--- src/rtl/rgblab_pkg.sv ---
`timescale 1ns / 1ps
// ----------------------------------------------------------------------------
// rgblab_pkg
// Shared types and fixed-point constants for the RGB to CIELAB pipeline.
// ----------------------------------------------------------------------------
package rgblab_pkg;

  typedef struct packed {
    logic [15:0] red;
    logic [15:0] green;
    logic [15:0] blue;
  } pixel_t;

  typedef struct packed {
    logic [15:0] lightness;
    logic [15:0] a_axis;
    logic [15:0] b_axis;
  } lab_t;

  typedef logic [15:0] coef_t;

  // sRGB/D65 matrix, Q0.16, row major
  localparam coef_t MAT [0:8] = '{
    16'd27031, 16'd23434, 16'd11825,
    16'd13938, 16'd46868, 16'd4730,
    16'd1267,  16'd7811,  16'd62279
  };

  // register map
  localparam logic [1:0] REG_WHITE_X = 2'd0;
  localparam logic [1:0] REG_WHITE_Y = 2'd1;
  localparam logic [1:0] REG_WHITE_Z = 2'd2;

  localparam logic [16:0] WHITE_X_RST = 17'd62289;
  localparam logic [16:0] WHITE_Y_RST = 17'd65535;
  localparam logic [16:0] WHITE_Z_RST = 17'd71356;

  // stage depths
  localparam int MAT_LAT   = 2;
  localparam int DIV_STEPS = 42;
  localparam int DIV_LAT   = DIV_STEPS + 1;
  localparam int CBRT_STEPS = 22;
  localparam int CIE_LAT   = CBRT_STEPS + 1;
  localparam int SCL_LAT   = 4;
  localparam int PIPE_LAT  = MAT_LAT + DIV_LAT + CIE_LAT + SCL_LAT;

  // CIE function
  localparam logic [39:0] RATIO_MAX = 40'hFF_FFFF_FFFF;
  localparam logic [39:0] LIN_MAX   = 40'd148586;        // t*24389 <= 216*2^24
  localparam logic [14:0] LIN_MUL   = 15'd24389;
  localparam logic [33:0] LIN_OFS   = 34'd7247782368;    // 432*2^24 + 25056
  localparam logic [28:0] LIN_RCP   = 29'd351057353;     // ceil(2^38/783)

  // output scaling
  localparam logic [32:0]        L_MUL = 33'd116;
  localparam logic signed [34:0] L_OFS = 35'sd16777216;  // 16 * 2^20
  localparam logic [28:0]        L_SAT = 29'd1638400;    // 65536 * 25
  localparam logic [21:0]        L_RCP = 22'd2684355;    // ceil(2^26/25)
  localparam logic signed [46:0] A_MUL = 47'sd163835;
  localparam logic signed [46:0] A_OFS = 47'sd34359738368;
  localparam logic signed [45:0] B_OFS = 46'sd34359738368;

endpackage

--- src/rtl/rgblab_div.sv ---
`timescale 1ns / 1ps
// ----------------------------------------------------------------------------
// rgblab_div
// Pipelined restoring divider: Q.24 ratio of a sum to a white value,
// rounded half up, one quotient bit per stage.
// ----------------------------------------------------------------------------
module rgblab_div (
  input  logic        clk,
  input  logic        en,
  input  logic [33:0] sum,
  input  logic [16:0] white,
  output logic [41:0] quo
);

  localparam int N = rgblab_pkg::DIV_STEPS;

  logic [16:0] w;
  logic [41:0] num_r [0:N];
  logic [16:0] rem_r [0:N];

  // zero white acts as one
  assign w = (white == 17'd0) ? 17'd1 : white;

  always_ff @(posedge clk) begin
    if (en) begin
      num_r[0] <= {sum, 8'd0} + 42'(w >> 1);
      rem_r[0] <= '0;
    end
  end

  for (genvar k = 1; k <= N; k++) begin : g_step
    logic [17:0] rem2;
    logic        ge;
    assign rem2 = {rem_r[k-1], num_r[k-1][41]};
    assign ge   = rem2 >= {1'b0, w};
    always_ff @(posedge clk) begin
      if (en) begin
        rem_r[k] <= ge ? 17'(rem2 - {1'b0, w}) : rem2[16:0];
        num_r[k] <= {num_r[k-1][40:0], ge};
      end
    end
  end

  assign quo = num_r[N];

endmodule

--- config.mk ---
export PLATFORM = sky130hd
export DESIGN_NAME = rgblab_div
export DESIGN_NICKNAME = d
export VERILOG_FILES = /design/src/rtl/rgblab_pkg.sv /design/src/rtl/rgblab_div.sv
export SDC_FILE = /design/constraint.sdc
export NUM_CORES = 2
export LEC_CHECK = 0
export ABC_AREA = 1
export BUFFER_PORTS_ARGS = -buffer_cell sky130_fd_sc_hd__buf_2
export CAP_MARGIN = 10
export CORE_MARGIN = 5
export CORE_UTILIZATION = 38
export CTS_CLUSTER_SIZE = 40
export DETAILED_ROUTE_END_ITERATION = 8
export PLACE_DENSITY = 0.53
export SETUP_SLACK_MARGIN = 0.1
export SLEW_MARGIN = 20
export SYNTH_ARGS = -nofsm -noshare
export SYNTH_HDL_FRONTEND = slang
export SYNTH_SLANG_ARGS = --single-unit
--- constraint.sdc ---
create_clock -name clk -period 7.7 [get_ports clk]
set_clock_uncertainty 0.2 [all_clocks]
set_input_delay 0.385 -clock clk [delete_from_list [all_inputs] [get_ports clk]]
set_output_delay 0.385 -clock clk [all_outputs]
set_load 0.05 [all_outputs]
Word-level counts from Yosys, hierarchy flattened
Memory sizes are Yosys's and may differ from the RTL's.
Cells that the tools add are included.
Widths: inputs -> output; s select.
{"block": "totals", "ff_bits": 0, "ram_bits": 2537, "elab_cells": 133, "n_memories": 2}
{"name": "num_r", "words": 43, "width": 42, "rd": 43, "rd_ports_with_merged_regs": 0, "wr": 43, "line": "rgblab_div.sv:18", "rtl": "logic [41:0] num_r [0:N];"}
{"name": "rem_r", "words": 43, "width": 17, "rd": 42, "rd_ports_with_merged_regs": 0, "wr": 43, "line": "rgblab_div.sv:19", "rtl": "logic [16:0] rem_r [0:N];"}
{"block": "classes", "add_sub_neg": 43, "order_cmp": 42, "mux": 45, "reduce_logical": 1}
{"operator": "$ge 18x17->1", "n": 42}
{"operator": "$mux 17", "n": 43}
{"operator": "$sub 17x17->17", "n": 42}
{"operator": "$add 42x16->42", "n": 1}
{"operator": "$logic_not 17->1", "n": 1}
{"operator": "$mux 1", "n": 2}

Longest topological paths before layout
{"block": "depth", "word_depth": 4, "mapped_depth": 19, "depth_no_buf": 18}

Least setup slack after synthesis
Ideal clock, no wire load.
{"block": "synth_path", "path_kind": "input to register", "startpoint": "in white[1]", "endpoint": "mem rem_r[16][6], in the netlist rem_r[1][6], data pin", "setup_time_ns": 0.252, "t_arrival_ns": 7.530, "required_ns": 7.248, "slack_ns": -0.282, "path_stages": 17, "n_path_buf": 1, "cell_sequence": "inv_1 nand4_1 o31ai_1 ha_1 inv_1 fa_1 nand2_1 nand2_1 nand3_1 nand2_1 nand2_1 nand2_2 nand2_4 nand2_4 buf_6 nand2_1 nand2_1"}
{"item": "start: declaration", "line": "rgblab_div.sv:11", "rtl": "input logic [16:0] white,"}
{"item": "end: declaration", "line": "rgblab_div.sv:19"}

==> summary.md <==
| Metric | Value |
|---|---|
| CTS buffer count | 293 |
| CP Data Required Time | 8.13 ns |
| Root buffer cell | clkbuf_16 |
| Max cap viols | 0 |
| Detailed-router iteration count before antenna repair | 5 |
| Outcome | finished clean |
| Clock buffer depth | 4 |
| PortBufs | 94 |
| Synth warnings | 0 |
| Crit-path cells | dlygate4sd3_1 > buf_2 > inv_2 > nand2_1 > nor2_1 > nand4_1 > o31ai_4 > ha_1 > inv_1 > ha_1 > nand2_4 > nor3_4 > nand3_2 > dlygate4sd3_1 > nand2_4 > dlygate4sd3_1 |
| Pin count of the biggest net entering global routing | around 210 |
| Crit Path Max Fanout | 16 |
| Total wire length | 306000 um |
| Drc violations | 0 |
| CP peak stage delay | 0.84 ns |
| GRT overflow | 0 |
| Overall routing resource usage | approximately 17% |
| Fin crit share | 63.0% |
| Initial Utilization | 38.2% |
| Non-Filler Instances | 19103 |
| Post-Synth XOR/XNOR Area | under 10% |
| Cells after synthesis | 13927 |
| Rel. slew slack | 25.5% |
| Netlist Area Pre-Place | 0.133 mm2 |
| Fraction of synthesized area in multiplexers | 0% |
| Layout cell share with drive strength beyond 1 | under 10% |
| Via density per instance | 4.69 |
| Htree depth | 5 |
| Reg clk slew, reported paths | around 0.05 ns |
| ANT nets after route | 0 |
| Synth Area in Compound Gates | 2.08% |
| Pwr Total | 57.6 mW |
| Initial antenna violation count | 7 |
| EDFF count, synth | 2503 |
| Layout area overhead | 12.2% |
| Most common cell after layout, fill and taps aside | nand2_1 |
| Final setup violating endpoints | 0 |
| Clk sinks | 2503 |
| Worst slew pin tran | between 1 and 1.5 ns |
| Synth cell types | 44 |
| Commonest cells after routing, fill and taps aside | nand2_1, edfxtp_1, inv_1, nand3_1, ha_1 |
| Setup TNS Final | 0 ns |
| Clock latency at the later pin of the worst-skew pair | 0.92 ns |
| Synthesized Nets | 14728 |
| Largest family of logic cells by synthesized area | simple AND/OR/NAND/NOR gates |
| RePlAce Congestion | between 0.8 and 0.9 |
| # hold bufs at CTS | 92 |
| Post_cts resized | 0 |
| CTS tree | built |
| Worst min-delay path class | in2reg |
| Type of the worst setup path | in2reg |
| Worst endpoint data arrival time | between 5 and 6 ns |
| Leak | 68.9 nW |
| Asr flop ratio synth | 0% |
| Die width | around 600 um |
| Core area | 0.347 mm2 |
| Simple-gate share of the synthesized area | 25.0% |
| Vias in the first global route | 85985 |
| HPWL after DPL | ~210000 um |
| Die area | between 0.3 and 0.4 mm2 |
| RSZ-0062 raised after global routing | false |
| Final #Nets | 15097 |
| Startpoint Class | input pin |
| Most used DFF post-synth | edfxtp_1 |
| CP Capture Type | flop |
| #FFs+latches synth | around 2500 |
| Avg Cell Area, Syn | 9.52 um2 |
| Sequential area share after synthesis | 56.7% |
| First-pass GRT wire length | 479000 um |
| Post-Synth Adder-Cell Area | 7.29% |
| Period minus WS final | 4.85 ns |
| Placed Cells | roughly 18000 |
| Power density cells | 387 mW/mm2 |
| Postcts setup bufs | 0 |
| Ports | 95 |
| Routed length per instance | 16.0 um |
| Max Fclk | a little over 0.2 GHz |
| Vias | between 80000 and 90000 |
| CP max stage cell | o31ai_4 |
| Hold Vio Cnt, Final | 0 |
| Cell Rows | approximately 220 |
| Die Height | 601 um |
| Worst VDD drop | 0.000177 V |
| Top cell by count, worst path | dlygate4sd3_1 |
| Worst Hold Margin | 0.0955 ns |
| Pins Over Slew Limit | 0 |
| 1st-iter DRT viols | about 6800 |
-- worst max-delay path, delay by kind of cell --
family / cells / cell delay (ns)
and+or+nand+nor: 7 / 0.97
buffers and inverters: 6 / 2.54
AOI/OAI and AO/OA: 1 / 0.84
adders and majority gates: 2 / 0.54
-- Yosys cell counts (all sizes together) (5+ instances only) --
library cell	n	area share, %
edfxtp	2503	57
xor2	244	1.6
xnor2	64	0.42
fa	41	0.62
ha	707	6.7
and3	20	0.094
or2	57	0.27
clkbuf	15	0.042
nand2	5435	16
buf	164	1.0
inv	2035	5.8
a21oi	370	1.5
nor3	84	0.54
o21ai	52	0.20
and2	96	0.47
nor2	630	1.8
nand4	120	0.57
nand3	1251	4.8
nand3b	5	0.028
a31oi	27	0.40
-- cells by family (layout without fill, tap and decap cells) --
| kind of cell | Yosys count | count (layout) |
|---|---|---|
| adders and majority gates | 748 | 748 |
| DFF | 2503 | 2503 |
| other | 0 | 2 |
| buffers and inverters | 2214 | 2810 |
| and+or+nand+nor | 7702 | 7702 |
| AOI/OAI and AO/OA | 452 | 452 |
| xor gates and xnor gates | 308 | 308 |
-- power breakdown --
group          internal [mW]  leakage, nW  switching [mW]
Sequential              18.8         24.6            1.87
Combinational           7.84         39.6            15.0
Clock                   8.44         4.70            5.64
Total                   35.1         68.9            22.5
-- registers in the layout, summed over array words and instances (netlist names) --
| name | cells |
|---|---|
| rem_r | 697 |
| num_r | 1806 |
-- final timing paths --
kind	start	to	slack (ns)	cells past startpoint
setup reg to reg	num_r[0][41]$_DFFE_PP_	num_r[0][42]$_DFFE_PP_	4.64	10
hold reg to reg	num_r[0][162]$_DFFE_PP_	num_r[0][205]$_DFFE_PP_	0.19	0
hold / removal	white[7]	num_r[0][6]$_DFFE_PP_	0.1	2
setup / recovery	white[4]	num_r[0][42]$_DFFE_PP_	2.85	16
-- cell type report --
type | count | area, um2
Clock inverter | 174 | 2100
Fill cell | 33519 | 198000
Antenna cell | 2 | 5.00
Tap cell | 4578 | 5730
Inverter | 2035 | 7650
Timing Repair Buffer | 253 | 2100
Clock buffer | 348 | 7670
Sequential cell | 2503 | 75200
Multi-Input combinational cell | 9210 | 48300
-- stage by stage --
step | instance area [um2] | util (%) | setup slack [ns]
6_report | 149000 | 42.9 | 2.85
5_1_grt | 149000 | 42.9 | 2.44
4_1_cts | 149000 | 42.9 | 2.76
3_5_place_dp | 138000 | 39.8 | 2.33
3_3_place_gp | 138000 | 39.8 | 2.35
2_1_floorplan | 133000 | - | 0.783
-- per-layer routing --
metal	share of wire, %	track usage, %	routed length [um]	vias to the layer above
met5	0	0	0	-
met4	3.4	5.35	10500	0
met3	4.9	2.55	15000	526
met2	46	27.2	140000	1798
met1	46	22.5	140000	40942
li1	-	-	-	46350
No activity file was read; power rests on OpenSTA's default activity.
