## config.mk

```make
export PLATFORM = sky130hd
export DESIGN_NAME = rgblab_matrix
export DESIGN_NICKNAME = d
export VERILOG_FILES = /design/src/rtl/rgblab_pkg.sv /design/src/rtl/rgblab_matrix.sv
export SDC_FILE = /design/constraint.sdc
export NUM_CORES = 2
export LEC_CHECK = 0
export ABC_CLOCK_PERIOD_IN_PS = 7360
export BUFFER_PORTS_ARGS = -buffer_cell sky130_fd_sc_hd__buf_2
export CORE_ASPECT_RATIO = 0.8
export CORE_UTILIZATION = 35
export CTS_BUF_LIST = sky130_fd_sc_hd__clkbuf_16
export CTS_CLUSTER_SIZE = 30
export DETAILED_ROUTE_END_ITERATION = 12
export HOLD_SLACK_MARGIN = 0.05
export PLACE_DENSITY = 0.52
export SYNTH_ARGS = -nofsm -noshare
export SYNTH_HDL_FRONTEND = slang
export SYNTH_SLANG_ARGS = --single-unit
```

## constraint.sdc

```tcl
create_clock -name clk -period 7.36 [get_ports clk]
set_input_delay 0.368 -clock clk [delete_from_list [all_inputs] [get_ports clk]]
set_output_delay 0.368 -clock clk [all_outputs]
set_load 0.1 [all_outputs]
```

## src/rtl/rgblab_pkg.sv

```systemverilog
`timescale 1ns / 1ps
// ----------------------------------------------------------------------------
// rgblab_pkg
// Shared types and fixed-point constants for the RGB to CIELAB pipeline.
// ----------------------------------------------------------------------------
package rgblab_pkg;

  typedef struct packed {
    logic [15:0] red;
    logic [15:0] green;
    logic [15:0] blue;
  } pixel_t;

  typedef struct packed {
    logic [15:0] lightness;
    logic [15:0] a_axis;
    logic [15:0] b_axis;
  } lab_t;

  typedef logic [15:0] coef_t;

  // sRGB/D65 matrix, Q0.16, row major
  localparam coef_t MAT [0:8] = '{
    16'd27031, 16'd23434, 16'd11825,
    16'd13938, 16'd46868, 16'd4730,
    16'd1267,  16'd7811,  16'd62279
  };

  // register map
  localparam logic [1:0] REG_WHITE_X = 2'd0;
  localparam logic [1:0] REG_WHITE_Y = 2'd1;
  localparam logic [1:0] REG_WHITE_Z = 2'd2;

  localparam logic [16:0] WHITE_X_RST = 17'd62289;
  localparam logic [16:0] WHITE_Y_RST = 17'd65535;
  localparam logic [16:0] WHITE_Z_RST = 17'd71356;

  // stage depths
  localparam int MAT_LAT   = 2;
  localparam int DIV_STEPS = 42;
  localparam int DIV_LAT   = DIV_STEPS + 1;
  localparam int CBRT_STEPS = 22;
  localparam int CIE_LAT   = CBRT_STEPS + 1;
  localparam int SCL_LAT   = 4;
  localparam int PIPE_LAT  = MAT_LAT + DIV_LAT + CIE_LAT + SCL_LAT;

  // CIE function
  localparam logic [39:0] RATIO_MAX = 40'hFF_FFFF_FFFF;
  localparam logic [39:0] LIN_MAX   = 40'd148586;        // t*24389 <= 216*2^24
  localparam logic [14:0] LIN_MUL   = 15'd24389;
  localparam logic [33:0] LIN_OFS   = 34'd7247782368;    // 432*2^24 + 25056
  localparam logic [28:0] LIN_RCP   = 29'd351057353;     // ceil(2^38/783)

  // output scaling
  localparam logic [32:0]        L_MUL = 33'd116;
  localparam logic signed [34:0] L_OFS = 35'sd16777216;  // 16 * 2^20
  localparam logic [28:0]        L_SAT = 29'd1638400;    // 65536 * 25
  localparam logic [21:0]        L_RCP = 22'd2684355;    // ceil(2^26/25)
  localparam logic signed [46:0] A_MUL = 47'sd163835;
  localparam logic signed [46:0] A_OFS = 47'sd34359738368;
  localparam logic signed [45:0] B_OFS = 46'sd34359738368;

endpackage

```

## src/rtl/rgblab_matrix.sv

```systemverilog
`timescale 1ns / 1ps
// ----------------------------------------------------------------------------
// rgblab_matrix
// RGB to XYZ matrix: products in one stage, row sums in the next.
// ----------------------------------------------------------------------------
module rgblab_matrix (
  input  logic               clk,
  input  logic               en,
  input  rgblab_pkg::pixel_t pix,
  output logic [33:0]        sum_x,
  output logic [33:0]        sum_y,
  output logic [33:0]        sum_z
);

  logic [15:0] ch [0:2];
  logic [31:0] prod_r [0:8];
  logic [33:0] sx_r, sy_r, sz_r;

  assign ch[0] = pix.red;
  assign ch[1] = pix.green;
  assign ch[2] = pix.blue;

  always_ff @(posedge clk) begin
    if (en) begin
      for (int i = 0; i < 9; i++) begin
        prod_r[i] <= {16'd0, rgblab_pkg::MAT[i]} * {16'd0, ch[i % 3]};
      end
      sx_r <= 34'(prod_r[0]) + 34'(prod_r[1]) + 34'(prod_r[2]);
      sy_r <= 34'(prod_r[3]) + 34'(prod_r[4]) + 34'(prod_r[5]);
      sz_r <= 34'(prod_r[6]) + 34'(prod_r[7]) + 34'(prod_r[8]);
    end
  end

  assign sum_x = sx_r;
  assign sum_y = sy_r;
  assign sum_z = sz_r;

endmodule

```

* Yosys cells after proc, flatten, opt, wreduce, memory -nomap -nowiden *
Memory sizes are Yosys's and may differ from the RTL's.
Index checks and enable logic that the tools add are counted.

word-level totals
  flip-flop bits (word level) = 102
  latch bits = 0
  bits in writable memories = 288
  ROM bits = 0
  bits of input ports = 50
  output and inout bits = 102
  logic and storage cells = 21
  memories = 1

memory list
  memory  depth  bits a word  rd ports  clocked after memory_dff  write ports  RTL line             text
  prod_r  9      32           9         0                         9            rgblab_matrix.sv:16  logic [31:0] prod_r [0:8];

cells by class
  $add $sub $neg = 6
  $mul = 9
  divide/modulo/power cells = 0
  order comparisons = 0
  equality and inequality tests = 0
  shift operators = 0
  muxes and demuxes = 2
  bitwise operators = 0
  reduce and logical (&&, ||, !) cells = 0

operator list
  cell                    number
  $add 33x32->34          3
  $add 32x32->33          3
  $mul 14x16->30 const A  3
  $mul 13x16->29 const A  2
  $mul 16x16->32 const A  1
  $mul 15x16->31 const A  1
  $mul 12x16->28 const A  1
  $mul 11x16->27 const A  1
  $mux 1                  2

* Longest topological paths before layout *
An unclocked memory read counts as a cell.

  depth after elaboration = 3
  gate-level depth with buffers = 22
  depth with buffers taken out = 21

* Worst setup path after synthesis *
No wires, ideal clock.

  path type = input-to-reg
  start point = in pix[4] (netlist name)
  end point = mem prod_r[8][31], in the netlist prod_r[0][287] (data pin)
  library setup time = 0.259 ns
  arrival = 5.515 ns
  required time = 7.101 ns
  path slack = 1.586 ns
  cell stages on the path = 19
  buffers on the path = 0
  cells stage by stage = fa_1 inv_1 fa_1 fa_1 inv_1 fa_1 inv_1 fa_1 inv_1 fa_1 ha_1 a21o_1 a21oi_1 or2b_1 o31a_1 o31a_1 a31oi_4 nor2_1 a211o_1

RTL lines
  what         RTL line             text
  from (decl)  rgblab_matrix.sv:9   input rgblab_pkg::pixel_t pix,
  to (decl)    rgblab_matrix.sv:16

==> results.md <==
- Status: completed
- Final Hold Viols: 0
- Post-Place Worst Slack: between 0.9 and 1 ns
- Delay of the slowest critical-path stage: 0.56 ns
- Worst skew pair latency: between 0.6 and 0.7 ns
- Initial antenna violation count: 10
- Slowest stage cell, crit path: fa_1
- Critical Path Sink Type: flop
- Final #Nets: between 6000 and 7000
- Async S/R FF share, synth: 0
- DRT Wirelength: 131 mm
- Diodes inserted: 0
- Vias per cell: between 4 and 5
- Die area: 136000 um^2
- CTS buffer count: 42
- Most frequent CP cell: fa_1
- Syn_area_per_cell: between 10 and 15 um^2
- CTS resizes: 0
- Placed cells: 6329
- Synth warn: 0
- Yosys cell types: between 90 and 100
- Initial DRT Pass Iterations: 7
- TritonCTS clock tree: built
- Crit-path max FO: 14
- Root buf cell: clkbuf_16
- DRT antenna net count: 0
- Cell family with the largest share of critical-path delay: adder cells
- Die extent in x: between 400 and 500 um
- DR WL/cell: around 21 um
- Worst-margin pin slew: between 0.8 and 0.9 ns
- R2r startpoint: prod_r[0][224]
- Min Tclk post-route: between 5 and 6 ns
- Share of cells above drive strength 1: 0.0548
- Vias in the first global route: 32500
- Global placement routability congestion: slightly above 0.9
- Fin. max-slew vios: 0
- Most frequent cells in the layout: inv_1 (979), ha_1 (863), fa_1 (624), edfxtp_1 (326), a21oi_1 (244)
- Critical Path AT: roughly 6.1 ns
- Worst Path Required: 7.71 ns
- Reg2Reg Depth: 12
- Hpwl dp: approximately 110 mm
- CTS Hold Bufs: 0
- Setup CP Type: in -> reg
- Hold Path End: prod_r[0][131]
- Hold path start: pix[17]
- Row count: between 100 and 150
- RSZ-0062 raised after global routing: false
- Final setup vio count: 0
- Ys flop type: edfxtp_1
- Maxcap violations: 0
- Commonest non-fill, non-tap cell in the layout: inv_1
- Synthesis-to-layout area growth: 9.07%
- Critical path cell sequence: buf_2, fa_1, inv_1, fa_1, fa_1, inv_1, fa_1, inv_1, fa_1, inv_1, fa_1, ha_1, a21o_1, a21oi_1, or2b_1, o31a_1, o31a_1, a31oi_4, nor2_1, a211o_1
- Vias: roughly 32000
- Initial DRC count: between 1500 and 2000
- Die height: about 330 um
- Reg2reg end: sum_y[30]
- Hold Path Stages: 1
- Hold WC Path Type: in -> reg
- R2R Setup Slk: 3.09 ns
- Fin cells: about 6400
- Largest net degree at the start of global routing: approximately 150
- Buf/Inv on CP: 5
- GRT Util Overall: 0.197
- CTS H-tree depth: 2
- CTS Buffer Depth: 3
- Startpoint Class: input port
- Setup Total Neg Slack: 0 ns
- Fmax: 173 MHz
- Fill count: about 13000
- First-pass GRT wire length: around 200 mm
- Post-CTS Setup Bufs: 0
- Ports: between 150 and 200
- Port bufs: about 150
- Initial Util: 0.352
- EDFF count, synth: 326
- Synthesized area: between 40000 and 50000 um^2
- Clock sink count: ~330
- Gr ovfl total: 0
- Clock transition at path regs: ~0.06 ns
- Final setup margin: 1.59 ns
- DRC viols: 0
- Relative slew slack: 0.402
- Core area: approximately 130000 um^2
- Worst Clk Skew: around 0.029 ns
- Synth Register Bits: 326
- Post-synthesis sequential area ratio: 0.208
- Post-Syn Instances: around 4400
- Final Cycle Share: 0.784
==> cell usage after synthesis, types with 31 or more instances <==
| cell | n | area, um^2 |
|---|---|---|
| xor2_1 | 76 | 666 |
| o21ai_0 | 124 | 621 |
| nand4_1 | 38 | 238 |
| nor2b_1 | 32 | 200 |
| a21oi_1 | 244 | 1220 |
| and3_1 | 33 | 206 |
| o21a_1 | 31 | 233 |
| nor2_1 | 155 | 582 |
| nor3_1 | 47 | 235 |
| a21o_1 | 122 | 916 |
| nand3_1 | 61 | 305 |
| nand2_1 | 119 | 447 |
| inv_1 | 976 | 3660 |
| edfxtp_1 | 326 | 9790 |
| xnor2_1 | 176 | 1540 |
| fa_1 | 624 | 12500 |
| clkbuf_1 | 31 | 116 |
| ha_1 | 863 | 10800 |
| o21bai_1 | 45 | 338 |
==> kinds of logic (layout without fill, tap and decap cells) <==
family	Yosys count	in the layout	share of synthesized area
multiplexers	5	5	0.00109
other	1	4	0.0000795
flip-flops	326	326	0.208
AND/OR/NAND/NOR	584	584	0.0610
adder cells (fa/ha/maj)	1487	1487	0.494
AO/OA/AOI/OAI	773	773	0.108
XOR/XNOR	252	252	0.0468
buffers and inverters	1020	1206	0.0819
==> registers in the layout (all words and copies together), names as in the netlist <==
register / cells
prod_r: 229
sum_x: 33
sum_y: 31
sum_z: 33
==> stage by stage <==
step | util | hold WS, ns | cell area, um^2
2_1_floorplan | - | 0.467 | 47200
3_3_place_gp | 0.374 | 0.620 | 50000
3_5_place_dp | 0.374 | 0.633 | 50000
4_1_cts | 0.384 | 0.105 | 51400
5_1_grt | 0.384 | 0.130 | 51400
6_report | 0.384 | 0.145 | 51400
==> worst register-to-register path, cell delays in order, from the launching register on <==
cell and delay (ns):
edfxtp_1 0.47, fa_1 0.57, ha_1 0.20, inv_1 0.08
fa_1 0.47, and2b_1 0.23, o31ai_1 0.10, a21oi_1 0.39
a21boi_0 0.38, a211oi_1 0.55, a21oi_1 0.13, a311oi_1 0.33
xor2_1 0.12
==> layer usage <==
metal,routed length (um),part of all wire,global-route usage
met3,7290,0.055,0.0291
met4,1760,0.013,0.0306
met1,67600,0.51,0.311
met5,13,0.000099,0
met2,54700,0.42,0.286
==> how the worst max path moves through the flow <==
stage / from / end / slack, ns / cells after the start
after floorplan: pix[4] / prod_r[0][287] / 1.59 / 19
after global placement: pix[6] / prod_r[0][287] / 0.97 / 20
after detailed placement: pix[4] / prod_r[0][287] / 0.95 / 20
after CTS: pix[4] / prod_r[0][287] / 1.61 / 20
after global routing: pix[32] / prod_r[0][29] / 1.30 / 19
final: pix[5] / prod_r[0][287] / 1.59 / 20
==> cell type report <==
class | count | area, um^2 | share of cell area
timing repair buffer | 153 | 803 | 0.0156
clock buffer | 42 | 1050 | 0.0204
inverter | 976 | 3660 | 0.0712
tap | 1769 | 2210 | 0.0430
clock inverter | 35 | 397 | 0.00771
sequential | 326 | 9790 | 0.190
multi-input combinational | 3105 | 33500 | 0.652
Power is left out: the tool's default activity adds up to more than one toggle a clock period on the data nets, which glitch-free logic cannot reach.
