File: src/rtl/rgblab_pkg.sv
`timescale 1ns / 1ps
// ----------------------------------------------------------------------------
// rgblab_pkg
// Shared types and fixed-point constants for the RGB to CIELAB pipeline.
// ----------------------------------------------------------------------------
package rgblab_pkg;

  typedef struct packed {
    logic [15:0] red;
    logic [15:0] green;
    logic [15:0] blue;
  } pixel_t;

  typedef struct packed {
    logic [15:0] lightness;
    logic [15:0] a_axis;
    logic [15:0] b_axis;
  } lab_t;

  typedef logic [15:0] coef_t;

  // sRGB/D65 matrix, Q0.16, row major
  localparam coef_t MAT [0:8] = '{
    16'd27031, 16'd23434, 16'd11825,
    16'd13938, 16'd46868, 16'd4730,
    16'd1267,  16'd7811,  16'd62279
  };

  // register map
  localparam logic [1:0] REG_WHITE_X = 2'd0;
  localparam logic [1:0] REG_WHITE_Y = 2'd1;
  localparam logic [1:0] REG_WHITE_Z = 2'd2;

  localparam logic [16:0] WHITE_X_RST = 17'd62289;
  localparam logic [16:0] WHITE_Y_RST = 17'd65535;
  localparam logic [16:0] WHITE_Z_RST = 17'd71356;

  // stage depths
  localparam int MAT_LAT   = 2;
  localparam int DIV_STEPS = 42;
  localparam int DIV_LAT   = DIV_STEPS + 1;
  localparam int CBRT_STEPS = 22;
  localparam int CIE_LAT   = CBRT_STEPS + 1;
  localparam int SCL_LAT   = 4;
  localparam int PIPE_LAT  = MAT_LAT + DIV_LAT + CIE_LAT + SCL_LAT;

  // CIE function
  localparam logic [39:0] RATIO_MAX = 40'hFF_FFFF_FFFF;
  localparam logic [39:0] LIN_MAX   = 40'd148586;        // t*24389 <= 216*2^24
  localparam logic [14:0] LIN_MUL   = 15'd24389;
  localparam logic [33:0] LIN_OFS   = 34'd7247782368;    // 432*2^24 + 25056
  localparam logic [28:0] LIN_RCP   = 29'd351057353;     // ceil(2^38/783)

  // output scaling
  localparam logic [32:0]        L_MUL = 33'd116;
  localparam logic signed [34:0] L_OFS = 35'sd16777216;  // 16 * 2^20
  localparam logic [28:0]        L_SAT = 29'd1638400;    // 65536 * 25
  localparam logic [21:0]        L_RCP = 22'd2684355;    // ceil(2^26/25)
  localparam logic signed [46:0] A_MUL = 47'sd163835;
  localparam logic signed [46:0] A_OFS = 47'sd34359738368;
  localparam logic signed [45:0] B_OFS = 46'sd34359738368;

endpackage

File: src/rtl/rgblab_scale.sv
`timescale 1ns / 1ps
// ----------------------------------------------------------------------------
// rgblab_scale
// Forms L*, a*, b*, scales, clamps and truncates to 16 bits (4 stages).
// The last stage is the output register.
// ----------------------------------------------------------------------------
module rgblab_scale (
  input  logic             clk,
  input  logic             en,
  input  logic [25:0]      fx,
  input  logic [25:0]      fy,
  input  logic [25:0]      fz,
  output rgblab_pkg::lab_t res
);

  logic [32:0]        fy116;
  logic signed [34:0] dl_r;
  logic signed [26:0] da_r, db_r;
  logic signed [50:0] nl_r;
  logic signed [46:0] na_r;
  logic signed [45:0] nb_r;
  logic [28:0]        nls;
  logic [42:0]        lp_r;
  logic               lz_r, ls_r;
  logic [15:0]        a_r, b_r;
  rgblab_pkg::lab_t   res_r;

  assign fy116 = 33'(fy) * rgblab_pkg::L_MUL;
  assign nls   = nl_r[50:22];

  always_ff @(posedge clk) begin
    if (en) begin
      // stage A: differences
      dl_r <= $signed({2'b00, fy116}) - rgblab_pkg::L_OFS;
      da_r <= $signed({1'b0, fx}) - $signed({1'b0, fy});
      db_r <= $signed({1'b0, fy}) - $signed({1'b0, fz});
      // stage B: scale
      nl_r <= (51'(dl_r) <<< 16) - 51'(dl_r);
      na_r <= 47'(da_r) * rgblab_pkg::A_MUL + rgblab_pkg::A_OFS;
      nb_r <= (46'(db_r) <<< 16) - (46'(db_r) <<< 1) + rgblab_pkg::B_OFS;
      // stage C: clamp, L divide by 100*2^20 as >>22 then /25
      lz_r <= nl_r[50] || (nl_r == '0);
      ls_r <= nls >= rgblab_pkg::L_SAT;
      lp_r <= 43'((nls >= rgblab_pkg::L_SAT) ? 21'd0 : nls[20:0]) *
              43'(rgblab_pkg::L_RCP);
      if (na_r[46] || na_r == '0) begin
        a_r <= '0;
      end else if (na_r[45:36] != '0) begin
        a_r <= 16'hFFFF;
      end else begin
        a_r <= na_r[35:20];
      end
      if (nb_r[45] || nb_r == '0) begin
        b_r <= '0;
      end else if (nb_r[44:36] != '0) begin
        b_r <= 16'hFFFF;
      end else begin
        b_r <= nb_r[35:20];
      end
      // stage D: output register
      res_r.lightness <= lz_r ? 16'd0 : (ls_r ? 16'hFFFF : lp_r[41:26]);
      res_r.a_axis    <= a_r;
      res_r.b_axis    <= b_r;
    end
  end

  assign res = res_r;

endmodule

File: config.mk
export PLATFORM = sky130hd
export DESIGN_NAME = rgblab_scale
export DESIGN_NICKNAME = d
export VERILOG_FILES = /design/src/rtl/rgblab_pkg.sv /design/src/rtl/rgblab_scale.sv
export SDC_FILE = /design/constraint.sdc
export NUM_CORES = 2
export LEC_CHECK = 0
export BUFFER_PORTS_ARGS = -buffer_cell sky130_fd_sc_hd__buf_2
export CAP_MARGIN = 5
export CORE_MARGIN = 2
export CORE_UTILIZATION = 35
export DETAILED_ROUTE_END_ITERATION = 10
export PLACE_DENSITY = 0.6
export SYNTH_ARGS = -nofsm -noshare
export SYNTH_HDL_FRONTEND = slang
export SYNTH_SLANG_ARGS = --single-unit
File: constraint.sdc
create_clock -name clk -period 11.6 [get_ports clk]
set_input_delay 1.16 -clock clk [delete_from_list [all_inputs] [get_ports clk]]
set_output_delay 1.16 -clock clk [all_outputs]
set_load 0.05 [all_outputs]
# Word-level counts from Yosys, hierarchy flattened
# Cells that the tools add are included.
totals:
  reg_bits: 356
  in_bits: 80
  out_inout_bits: 48
  wordCells: 37
classes:
  add_sub_neg: 7
  mul: 3
  n_lt_le_gt_ge: 1
  n_mux: 4
  n_reduce_logical: 8
op_table:
  columns: ["cell", "n"]
  rows:
  - ["subtractor 26 x 26 -> 27 bit", 2]
  - ["logical NOT 51 bit", 1]
  - ["subtractor 50 x 34 -> 51 bit", 1]
  - ["2-to-1 mux 16 bit", 3]
  - ["adder 46 x 37 -> 47 bit, second input constant", 1]
  - ["logical NOT 47 bit", 1]
  - ["logical NOT 46 bit", 1]
  - ["multiplier 27 x 19 -> 46 bit, second input constant", 1]
  - ["adder 44 x 37 -> 45 bit, second input constant", 1]
  - ["subtractor 43 x 28 -> 44 bit", 1]
  - ["multiplier 21 x 22 -> 42 bit, second input constant", 1]
  - ["subtractor 33 x 25 -> 34 bit, second input constant", 1]
  - ["multiplier 26 x 5 -> 31 bit, second input constant", 1]
  - ["greater-or-equal comparator 29 x 21 -> 1 bit, second input constant", 1]
  - ["2-to-1 mux 21 bit", 1]
  - ["nonzero test 10 bit", 1]
  - ["nonzero test 9 bit", 1]
  - ["logical OR 1 bit", 3]

# Depth between registers and ports, before layout
logic_depth:
  ltp_word: 3
  mapped_depth: 31
  depth_no_buf: 30

# Worst setup path after synthesis
# OpenSTA, ideal clock, no wires.
synth_path:
  path_kind: "reg-to-reg"
  startpoint: "register nl_r[39]"
  endpoint: "register lp_r[41] (data pin)"
  setup_time_ns: 0.260
  arrival_ns: 7.327
  t_required_ns: 11.340
  slack_ns: 4.013
  stages_incl_launch_ff: 28
  n_path_buf: 1
  synth_period_minus_slack_ns: 7.587
  cell_sequence: "edfxtp_1 or3_1 a31oi_1 clkbuf_1 and2_1 inv_1 fa_1 inv_1 fa_1 inv_1 fa_1 fa_1 fa_1 inv_1 fa_1 inv_1 ha_1 ha_1 a21o_1 a21o_1 a211o_1 nor3_1 a21oi_1 a311o_1 nand3_1 a31oi_1 a21oi_1 xnor2_1"
synth_via:
  elab_chain_len: 3
synth_rtl:
  columns: ["item", "line", "rtl"]
  rows:
  - ["from (decl)", "rgblab_scale.sv:19", "logic signed [50:0] nl_r;"]
  - ["from (signal assigned)", "rgblab_scale.sv:38", "nl_r <= (51'(dl_r) <<< 16) - 51'(dl_r);"]
  - ["greater-or-equal comparator 29 x 21 -> 1 bit", "rgblab_scale.sv:44", "lp_r <= 43'((nls >= rgblab_pkg::L_SAT) ? 21'd0 : nls[20:0]) *"]
  - ["2-to-1 mux 21 bit *", "rgblab_scale.sv:44", null]
  - ["multiplier 21 x 22 -> 42 bit *", "rgblab_scale.sv:44", null]
  - ["to (signal assigned)", "rgblab_scale.sv:44", null]
  - ["to (decl)", "rgblab_scale.sv:23", "logic [42:0] lp_r;"]
# Mark *: on every way between the ends. The rest lies on a longest branch, timed or not.
# A chain may end at the register's enable or synchronous reset.

# Worst setup path after layout
layout_path:
  startpoint: "register nl_r[44]"
  endpoint: "register lp_r[41] (data pin)"
layout_via:
  elab_chain_len: 3
layout_rtl:
  columns: ["item", "line"]
  rows:
  - ["greater-or-equal comparator 29 x 21 -> 1 bit", "rgblab_scale.sv:44"]
  - ["2-to-1 mux 21 bit", "rgblab_scale.sv:44"]
  - ["multiplier 21 x 22 -> 42 bit", "rgblab_scale.sv:44"]
# Every way passes these cells.

==> impl_metrics.py <==
metrics = {
    "timing": {
        "tightestPinTransition_ps": 1040,
        "fin_skew_ps": 31.1,
        "slew_violations": 0,
        "fmax_ghz": 0.117,
        "max-slew-margin-rel_pct": 30.6,
        "rsz0062_at_grt": "no",
        "setup_viol_count_final": 0,
        "min_period_ps": 8570,
        "finalCritPeriodShare_pct": 73.9,
        "finalHoldViolCount": 0,
        "fin_tns_setup_ps": 0,
    },
    "grt": {
        "grt_first_pass_wirelength_um": 138000,
        "antenna_found_initial": 5,
        "use_met1_pct": 22.4,
        "grt_pass1_vias": 25509,
        "grt_use_met3_pct": 2.31,
        "grt_max_degree": 113,
        "top_usage_layer": "met2",
        "grt_overflow": 0,
        "track_usage_pct": 15.4,
        "met2_usage_pct": 24.1,
    },
    "routing": {
        "post_drt_via_cell_ratio": 4.72,
        "via_count": 24741,
        "first_pass_iters": 5,
        "ant_nets": 0,
        "drtIter0Drc": 1251,
        "drcViolationCount": 0,
        "drt-wirelength-per-cell_um": 16.3,
        "drt-total-wl_um": 85300,
    },
    "setup_path": {
        "reg2reg_slack_ps": 3030,
        "reg2reg_depth": 27,
        "critPathCaptureType": "flop",
        "r2r_end": "lp_r[41]$_DFFE_PP_",
        "timing.critical_path.arrival_ps": 8880,
        "crit_type": "flop to flop",
        "crit_fanout": 17,
        "setup.worst_path.start_class": "flop",
        "regToRegStartpoint": "nl_r[44]$_DFFE_PP_",
        "required_ps": 11910,
    },
    "synthesis": {
        "synth_area_per_cell_um2": 10.9,
        "yosysSeqAreaShare_pct": 25.0,
        "ys_ff_latch": 324,
        "yosys_most_used_dff": "edfxtp_1",
        "synth_edf_count": 324,
        "synthArstFlopShare_pct": 0,
        "synth.distinct_cells": 70,
        "synth_fp_nets": 4778,
        "synth_cells": 3571,
        "yosys_warnings": 0,
        "syn_area_um2": 38900,
    },
    "place": {
        "hpwl_um": 73400,
        "port-buffer-count": 127,
        "place_congestion": 0.893,
    },
    "hold_path": {
        "hold_start": "a_r[15]$_SDFFCE_PP0P_",
        "hold_class": "flop to flop",
        "min_path_cells": 0,
        "hold_path_end": "res[31]$_DFFE_PP_",
    },
    "clocking": {
        "htreeDepth": 2,
        "tritoncts": "yes",
        "hold_buffers": 0,
        "root_buffer": "clkbuf_16",
        "post_cts_buffers": 0,
        "cts.clk_slew.worst_paths_ps": 60,
        "clock_sink_count": 324,
        "cts_resized": 0,
        "insertion_delay_ps": 590,
        "clockBufferDepth": 3,
        "numCtsBuffers": 40,
    },
    "cells_and_area": {
        "mostFrequentLayoutCells": "inv_1 (797), ha_1 (625), fa_1 (502)",
        "final_common_cell": "inv_1",
        "area_growth_pct": 9.72,
        "drive_above_1_share_pct": 5.86,
        "final_nets": 4927,
    },
    "floorplan": {
        "die_y_um": 337,
        "die-width_um": 337,
        "dieArea_um2": 114000,
        "start_util_pct": 35.2,
        "fp-row-count": 122,
        "core_area_um2": 111000,
        "ioPinCount": 128,
    },
    "job": {
        "drv_cap": 0,
    },
    "status": {
        "outcome": "finished clean",
    },
}
flip-flops by register name (all words and copies together), names as in the netlist:
name  cells
na_r     47
lz_r      1
res      48
ls_r      1
a_r      16
dl_r     32
nl_r     49
b_r      16
da_r     27
nb_r     44
db_r     27
lp_r     16
Yosys cell counts, drive strengths merged (8+ instances only):
cell type / instances / area, um2
o211ai: 15 / 113
a211oi: 25 / 188
o21bai: 20 / 150
inv: 797 / 2990
nand4: 25 / 156
and3: 21 / 131
nor2: 140 / 526
nand2b: 23 / 144
clkbuf: 23 / 86.3
nor3: 33 / 165
a21oi: 149 / 746
or2: 13 / 81.3
o21ai: 83 / 419
a21o: 109 / 820
xor2: 75 / 657
o21a: 49 / 368
and2: 23 / 144
nor2b: 23 / 144
ha: 625 / 7820
fa: 502 / 10000
nand3: 37 / 185
edfxtp: 324 / 9730
nor4: 39 / 256
nand2: 110 / 413
or3: 8 / 55.1
a31oi: 24 / 150
xnor2: 155 / 1360
and4: 9 / 78.8
worst max-delay path, stage by stage (launching register included):
cell	delay [ps]
edfxtp_1	370
nor4_1	310
nand2_1	180
a31oi_1	380
buf_4	280
and2_1	350
inv_1	110
fa_1	600
fa_1	450
fa_1	540
fa_1	440
fa_1	490
inv_1	50
fa_1	540
inv_1	60
fa_1	530
inv_1	40
ha_1	290
and3_1	150
nand3_1	100
a211oi_1	290
o31ai_1	150
a21oi_1	580
a311o_1	370
nand3_1	100
a31oi_1	270
a21oi_1	130
xnor2_1	130
layer usage:
metal	share of wire (%)	up-vias	routed length, um
met2	44	393	37900
li1	-	12210	-
met1	49	12021	41600
met4	2.3	8	1970
met3	4.4	109	3720
met5	0.052	-	44
how the worst max path moves through the flow:
stage,startpoint,endpoint,slack [ps],cells past startpoint
after floorplan,nl_r[39]$_DFFE_PP_,lp_r[41]$_DFFE_PP_,4010,27
after global placement,nl_r[45]$_DFFE_PP_,lp_r[41]$_DFFE_PP_,3090,27
after detailed placement,nl_r[44]$_DFFE_PP_,lp_r[41]$_DFFE_PP_,2950,27
after CTS,nl_r[44]$_DFFE_PP_,lp_r[41]$_DFFE_PP_,2900,27
after global routing,nl_r[45]$_DFFE_PP_,lp_r[41]$_DFFE_PP_,2420,27
final,nl_r[44]$_DFFE_PP_,lp_r[41]$_DFFE_PP_,3030,27
logic make-up after synthesis:
logic type                 count (synthesis)  share of synthesized area [%]
muxes                                      3                         0.0772
adders and majority gates               1127                           45.9
xor gates and xnor gates                 230                           5.18
and+or+nand+nor                          519                           6.68
AOI/OAI and AO/OA                        544                           9.21
DFF                                      324                           25.0
buffers and inverters                    824                           7.95
metrics by stage:
step | setup WS [ps] | hold slack (ps) | cell area [um2] | cells | util [%]
detailed placement | 2950 | 407 | 41400 | 5166 | 37.4
finish | 3030 | 418 | 42700 | 5241 | 38.6
CTS | 2900 | 421 | 42700 | 5240 | 38.6
global route | 2420 | 424 | 42700 | 5240 | 38.6
floorplan | 4010 | 400 | 38900 | 3571 | -
global placement | 3090 | 404 | 41400 | 5166 | 37.4
area by class of cell:
type | count | area, um2
Antenna cell | 1 | 2.50
Clock buffer | 47 | 1030
Clock inverter | 27 | 302
Fill cell | 10977 | 67800
Inverter | 798 | 3000
Multi-Input combinational cell | 2423 | 26100
Sequential cell | 324 | 9730
Tap cell | 1488 | 1860
Timing Repair Buffer | 133 | 691
Power is not shown: default switching activity piles up to over one toggle a cycle in this logic, so the estimate is an artifact.
